**src/design/jfc_pkg.sv**
```systemverilog
package jfc_pkg;

  // Marker codes
  localparam logic [7:0] MARKER_PREFIX = 8'hFF;
  localparam logic [7:0] MARKER_SOI    = 8'hD8;
  localparam logic [7:0] MARKER_EOI    = 8'hD9;
  localparam logic [7:0] MARKER_SOS    = 8'hDA;
  localparam logic [7:0] MARKER_TEM    = 8'h01;
  localparam logic [7:0] MARKER_RST0   = 8'hD0;
  localparam logic [7:0] MARKER_RST7   = 8'hD7;
  localparam logic [7:0] MARKER_SOF0   = 8'hC0;

  // Segment limits and SOF0 field checks
  localparam logic [15:0] SEG_MIN_LEN   = 16'd2;
  localparam logic [15:0] SOF0_MIN_LEN  = 16'd17;
  localparam logic [15:0] POS_BODY_START = 16'd2;
  localparam logic [15:0] POS_NCOMP     = 16'd7;
  localparam logic [15:0] POS_SAMP0     = 16'd9;
  localparam logic [15:0] POS_SAMP1     = 16'd12;
  localparam logic [15:0] POS_SAMP2     = 16'd15;
  localparam logic [7:0]  NCOMP_444     = 8'd3;
  localparam logic [7:0]  SAMP_444      = 8'h11;

  typedef enum logic [2:0] {
    PH_START0,
    PH_START1,
    PH_MARK,
    PH_FILL,
    PH_LENHI,
    PH_LENLO,
    PH_BODY,
    PH_DONE
  } phase_t;

  typedef struct packed {
    phase_t      phase;
    logic [15:0] byte_position;
    logic [15:0] segment_length;
    logic        frame_segment;
    logic        sampling_ok;
    logic        verdict;
  } parse_state_t;

  localparam parse_state_t PARSE_RESET = '{
    phase:          PH_START0,
    byte_position:  16'd0,
    segment_length: 16'd0,
    frame_segment:  1'b0,
    sampling_ok:    1'b1,
    verdict:        1'b0
  };

endpackage

```
**src/design/jfc_step.sv**
```systemverilog
// Next-state function of the marker walker for one byte.
module jfc_step (
  input  jfc_pkg::parse_state_t cur,
  input  logic [7:0]            data_byte,
  output jfc_pkg::parse_state_t nxt
);

  logic [15:0] full_len;
  logic [15:0] pos_inc;
  logic        len_bad;
  logic        len_done;
  logic        body_done;
  logic        samp_fail;
  logic        samp_ok_upd;
  jfc_pkg::phase_t next_phase;

  assign full_len = {cur.segment_length[15:8], data_byte};
  assign pos_inc  = cur.byte_position + 16'd1;
  assign len_bad  = (full_len < jfc_pkg::SEG_MIN_LEN) ||
                    (cur.frame_segment && (full_len < jfc_pkg::SOF0_MIN_LEN));
  // only a two-byte segment ends on its length
  assign len_done  = (jfc_pkg::POS_BODY_START >= full_len);
  assign body_done = (pos_inc >= cur.segment_length);

  always_comb begin
    samp_fail = 1'b0;
    if (cur.frame_segment) begin
      if ((cur.byte_position == jfc_pkg::POS_NCOMP) && (data_byte != jfc_pkg::NCOMP_444)) begin
        samp_fail = 1'b1;
      end
      if (((cur.byte_position == jfc_pkg::POS_SAMP0) ||
           (cur.byte_position == jfc_pkg::POS_SAMP1) ||
           (cur.byte_position == jfc_pkg::POS_SAMP2)) &&
          (data_byte != jfc_pkg::SAMP_444)) begin
        samp_fail = 1'b1;
      end
    end
  end

  assign samp_ok_upd = cur.sampling_ok && !samp_fail;

  // next phase
  always_comb begin
    next_phase = cur.phase;
    case (cur.phase)
      jfc_pkg::PH_START0: begin
        next_phase = (data_byte == jfc_pkg::MARKER_PREFIX) ? jfc_pkg::PH_START1
                                                           : jfc_pkg::PH_DONE;
      end
      jfc_pkg::PH_START1: begin
        next_phase = (data_byte == jfc_pkg::MARKER_SOI) ? jfc_pkg::PH_MARK
                                                        : jfc_pkg::PH_DONE;
      end
      jfc_pkg::PH_MARK: begin
        next_phase = (data_byte == jfc_pkg::MARKER_PREFIX) ? jfc_pkg::PH_FILL
                                                           : jfc_pkg::PH_DONE;
      end
      jfc_pkg::PH_FILL: begin
        if (data_byte == jfc_pkg::MARKER_PREFIX) begin
          next_phase = jfc_pkg::PH_FILL;
        end else if (data_byte inside {jfc_pkg::MARKER_EOI, jfc_pkg::MARKER_SOS}) begin
          next_phase = jfc_pkg::PH_DONE;
        end else if (data_byte inside {jfc_pkg::MARKER_TEM,
                                       [jfc_pkg::MARKER_RST0:jfc_pkg::MARKER_RST7]}) begin
          next_phase = jfc_pkg::PH_MARK;
        end else begin
          next_phase = jfc_pkg::PH_LENHI;
        end
      end
      jfc_pkg::PH_LENHI: begin
        next_phase = jfc_pkg::PH_LENLO;
      end
      jfc_pkg::PH_LENLO: begin
        if (len_bad) begin
          next_phase = jfc_pkg::PH_DONE;
        end else if (len_done) begin
          next_phase = jfc_pkg::PH_MARK;
        end else begin
          next_phase = jfc_pkg::PH_BODY;
        end
      end
      jfc_pkg::PH_BODY: begin
        if (body_done) begin
          next_phase = cur.frame_segment ? jfc_pkg::PH_DONE : jfc_pkg::PH_MARK;
        end
      end
      default: begin
        next_phase = cur.phase;
      end
    endcase
  end

  // segment bookkeeping and verdict
  always_comb begin
    nxt.phase          = next_phase;
    nxt.byte_position  = cur.byte_position;
    nxt.segment_length = cur.segment_length;
    nxt.frame_segment  = cur.frame_segment;
    nxt.sampling_ok    = cur.sampling_ok;
    nxt.verdict        = cur.verdict;
    case (cur.phase)
      jfc_pkg::PH_START0, jfc_pkg::PH_START1, jfc_pkg::PH_MARK: begin
        if (data_byte != ((cur.phase == jfc_pkg::PH_START1) ? jfc_pkg::MARKER_SOI
                                                            : jfc_pkg::MARKER_PREFIX)) begin
          nxt.verdict = 1'b0;
        end
      end
      jfc_pkg::PH_FILL: begin
        if (data_byte == jfc_pkg::MARKER_PREFIX) begin
          nxt.verdict = cur.verdict;
        end else if (data_byte inside {jfc_pkg::MARKER_EOI, jfc_pkg::MARKER_SOS}) begin
          nxt.verdict = 1'b0;
        end else if (!(data_byte inside {jfc_pkg::MARKER_TEM,
                                         [jfc_pkg::MARKER_RST0:jfc_pkg::MARKER_RST7]})) begin
          nxt.frame_segment = (data_byte == jfc_pkg::MARKER_SOF0);
          nxt.sampling_ok   = 1'b1;
        end
      end
      jfc_pkg::PH_LENHI: begin
        nxt.segment_length = {data_byte, 8'h00};
      end
      jfc_pkg::PH_LENLO: begin
        nxt.segment_length = full_len;
        nxt.byte_position  = jfc_pkg::POS_BODY_START;
        if (len_bad) begin
          nxt.verdict = 1'b0;
        end
      end
      jfc_pkg::PH_BODY: begin
        nxt.sampling_ok   = samp_ok_upd;
        nxt.byte_position = pos_inc;
        if (body_done && cur.frame_segment) begin
          nxt.verdict = samp_ok_upd;
        end
      end
      default: begin
        nxt.verdict = cur.verdict;
      end
    endcase
  end

endmodule

```
**config.mk**
```make
export PLATFORM = sky130hd
export DESIGN_NAME = jfc_step
export DESIGN_NICKNAME = d
export VERILOG_FILES = /design/src/design/jfc_pkg.sv /design/src/design/jfc_step.sv
export SDC_FILE = /design/constraint.sdc
export NUM_CORES = 1
export LEC_CHECK = 0
export BUFFER_PORTS_ARGS = -buffer_cell sky130_fd_sc_hd__clkbuf_2
export CAP_MARGIN = 15
export CORE_MARGIN = 4
export CORE_UTILIZATION = 48
export DETAILED_ROUTE_END_ITERATION = 16
export PLACE_DENSITY = 0.85
export SLEW_MARGIN = 20
export SYNTH_ARGS = -nofsm -noshare
export SYNTH_HDL_FRONTEND = slang
export SYNTH_SLANG_ARGS = --single-unit
```
**constraint.sdc**
```tcl
create_clock -name vclk -period 6.8
set_input_delay 1.7 -clock vclk [all_inputs]
set_output_delay 1.7 -clock vclk [all_outputs]
set_load 0.03 [all_outputs]
```
==> run_results.csv <==
group,metric,value,unit
synth,synth_xor_area_share,7.77,%
worst_hold_path,worstHoldStart,"cur[32]",
global_routing,track_usage,21.9,%
synth,synth-compound-area-share,33.9,%
synth,yosysUniqueCellTypes,46,
setup_path,crit_path_cell_trace,"clkbuf_2, ha_1, nand2_1, nor2_1, and3_1, nand3_1, xnor2_1, ha_1, nand2_1, nor2_1, nand2_1, o311ai_1, nand2_1, a221oi_1, clkbuf_2",
cells_and_area,fin_cells,367,
cells_and_area,final.clkbuf_count,0,
cells_and_area,antennaDiodeCount,0,
setup_path,path_class,"in -> out",
synth,synth_top_family_by_area,"compound AO/OA/AOI/OAI gates",
clock_network,post_cts_buffers,0,
setup_path,crit_family,"simple AND/OR/NAND/NOR gates",
synth,synth_mux_area_share,0.634,%
setup_path,required,5100,ps
place,dp_cells,367,
timing,fmax,155,MHz
routing,drc,0,
clock_network,hold_buffers,0,
run_status,status,"finished, final reports clean",
timing,rsz0062_at_grt,"false",
routing,drt-vias-per-instance,5.88,
routing,first_pass_iters,5,
synth,yosys.area.top_type,"ha_1",
global_routing,grt_pass1_wl,7.96,mm
synth,avgSynthCellArea,6.16,um^2
timing,slew_violations,0,
cells_and_area,area.sequential,0,um^2
place,dp_hpwl,4.18,mm
global_routing,grt_pass1_vias,1864,
setup_path,crit_path_frequent_cell,"nand2_1",
setup_path,cpMaxStageDelayCell,"o311ai_1",
setup_path,cp.arrival,4730,ps
setup_path,crit_path_start_kind,"primary input",
pwr,cellPowerDensity,75.9,nW/um^2
setup_path,path_buf_inv,2,
run,cap_violations,0,
pwr,ir_drop,0.0338,mV
routing,wirelength,5.03,mm
cells_and_area,seq_cell_count,0,
place,portBuffers,84,
clock_network,cts_resized,0,
die,die_y,65.3,um
die,die_x,65.3,um
timing,post-route-period-util,94.6,%
die,rows,20,
synth,ys_warn_count,0,
routing,detail_route.iter0.violations,213,
die,coreArea,3100,um^2
global_routing,grt-ovfl-total,0,
timing,relSlewSlack,32.6,%
synth,synthAdderAreaFrac,15.1,%
cells_and_area,nFillCells,319,
timing,fin_setup_tns,0,ps
setup_path,cp_max_fo,7,
pwr,power.leakage,1.02,nW
timing,layout_min_cycle_time,6430,ps
synth,ys_seq_area_share,0,%
routing,vias,2158,
synth,syn_inst,256,
setup_path,critPathMaxStageDelay,450,ps
synth,synth_common_cells,"nand2_1 (32), o21ai_0 (31), inv_1 (22)",
global_routing,grt_max_degree,17,
synth,synth.most_common_cell,"nand2_1",
timing,hold_viol_final,0,
die,die_area,4270,um^2
die,top_level_ports,84,
timing,worst_pin_slew,1010,ps
global_routing,antenna_found_initial,0,
cells_and_area,drive_above_1_share,27.9,%
worst_hold_path,min_path_type,"in -> out",
cells_and_area,nNetsFinal,390,
synth,synthTopCellsByArea,"ha_1 (15%), o21ai_0 (9.8%), a22o_1 (7.8%)",
worst_hold_path,hold-path-endpoint,"nxt[32]",
place,gp_congestion,0.928,
synth,synthesis.area,1580,um^2
cells_and_area,area_growth,25.6,%
timing,setup_viol_count_final,0,
routing,wl_per_cell,13.7,um
routing,ant_nets,0,
die,initial_core_util,50.8,%
worst_hold_path,hold_depth,3,
synth,syn-num-nets,321,
synth,synth_simple_gate_area_share,31.4,%
setup_path,critPathCaptureType,"output pin",
synth,yosysTopAreaCellShare,15.1,%
layer usage:
layer / share of wire, % / vias up / GRT usage, %
li1: - / 1071 / -
met1: 43 / 981 / 29.3
met2: 48 / 100 / 38.9
met3: 8.3 / 6 / 1.88
met4: 0.62 / 0 / 2.59
met5: 0 / - / 0
cell type report:
class	instances	area (um^2)	share of cell area (%)
tap	44	55.1	2.78
inverter	22	82.6	4.17
timing repair buffer	87	443	22.3
multi-input combinational	214	1400	70.7
per-stage QoR:
stage          utilization, %  total power, mW  area (um^2)  hold WS [ps]  setup slack (ps)
2_1_floorplan               -            0.101         1580          3590               192
3_3_place_gp             63.9            0.147         1980          3780               342
3_5_place_dp             63.9            0.149         1980          3780               227
4_1_cts                  63.9            0.149         1980          3790               240
5_1_grt                  63.9            0.164         1980          3820              98.5
6_report                 63.9            0.150         1980          3790               365
how the worst max path moves through the flow:
stage / from / end / slack [ps] / cells past startpoint
2_1_floorplan: cur[22] / nxt[35] / 190 / 14
3_3_place_gp: cur[19] / nxt[35] / 340 / 15
3_5_place_dp: cur[19] / nxt[35] / 230 / 15
4_1_cts: cur[19] / nxt[35] / 240 / 15
5_1_grt: cur[21] / nxt[35] / 100 / 14
6_report: cur[19] / nxt[35] / 370 / 15
cells by family (layout without fill, tap and decap cells):
group,count (synthesis),after routing
muxes,1,1
buffers and inverters,42,109
and+or+nand+nor,99,99
xor gates and xnor gates,14,14
AOI/OAI and AO/OA,81,81
adders and majority gates,19,19
layout by cell type, fill, tap and decap left out, types with 6 or more instances in the layout:
master | netlist | final
a22o_1 | 14 | 14
inv_1 | 22 | 22
xnor2_1 | 8 | 8
ha_1 | 19 | 19
nand3_1 | 11 | 11
nand2_1 | 32 | 32
nor2_1 | 20 | 20
o21ai_0 | 31 | 31
nor3_1 | 6 | 6
clkbuf_2 | 0 | 84
a21oi_1 | 11 | 11
xor2_1 | 6 | 6
where the power goes:
group | internal, mW | switching (mW)
Combinational | 0.0508 | 0.0997
Clock | 0 | 0
Sequential | 0 | 0
Total | 0.0508 | 0.0997
Power figures use the tool's default switching activity.
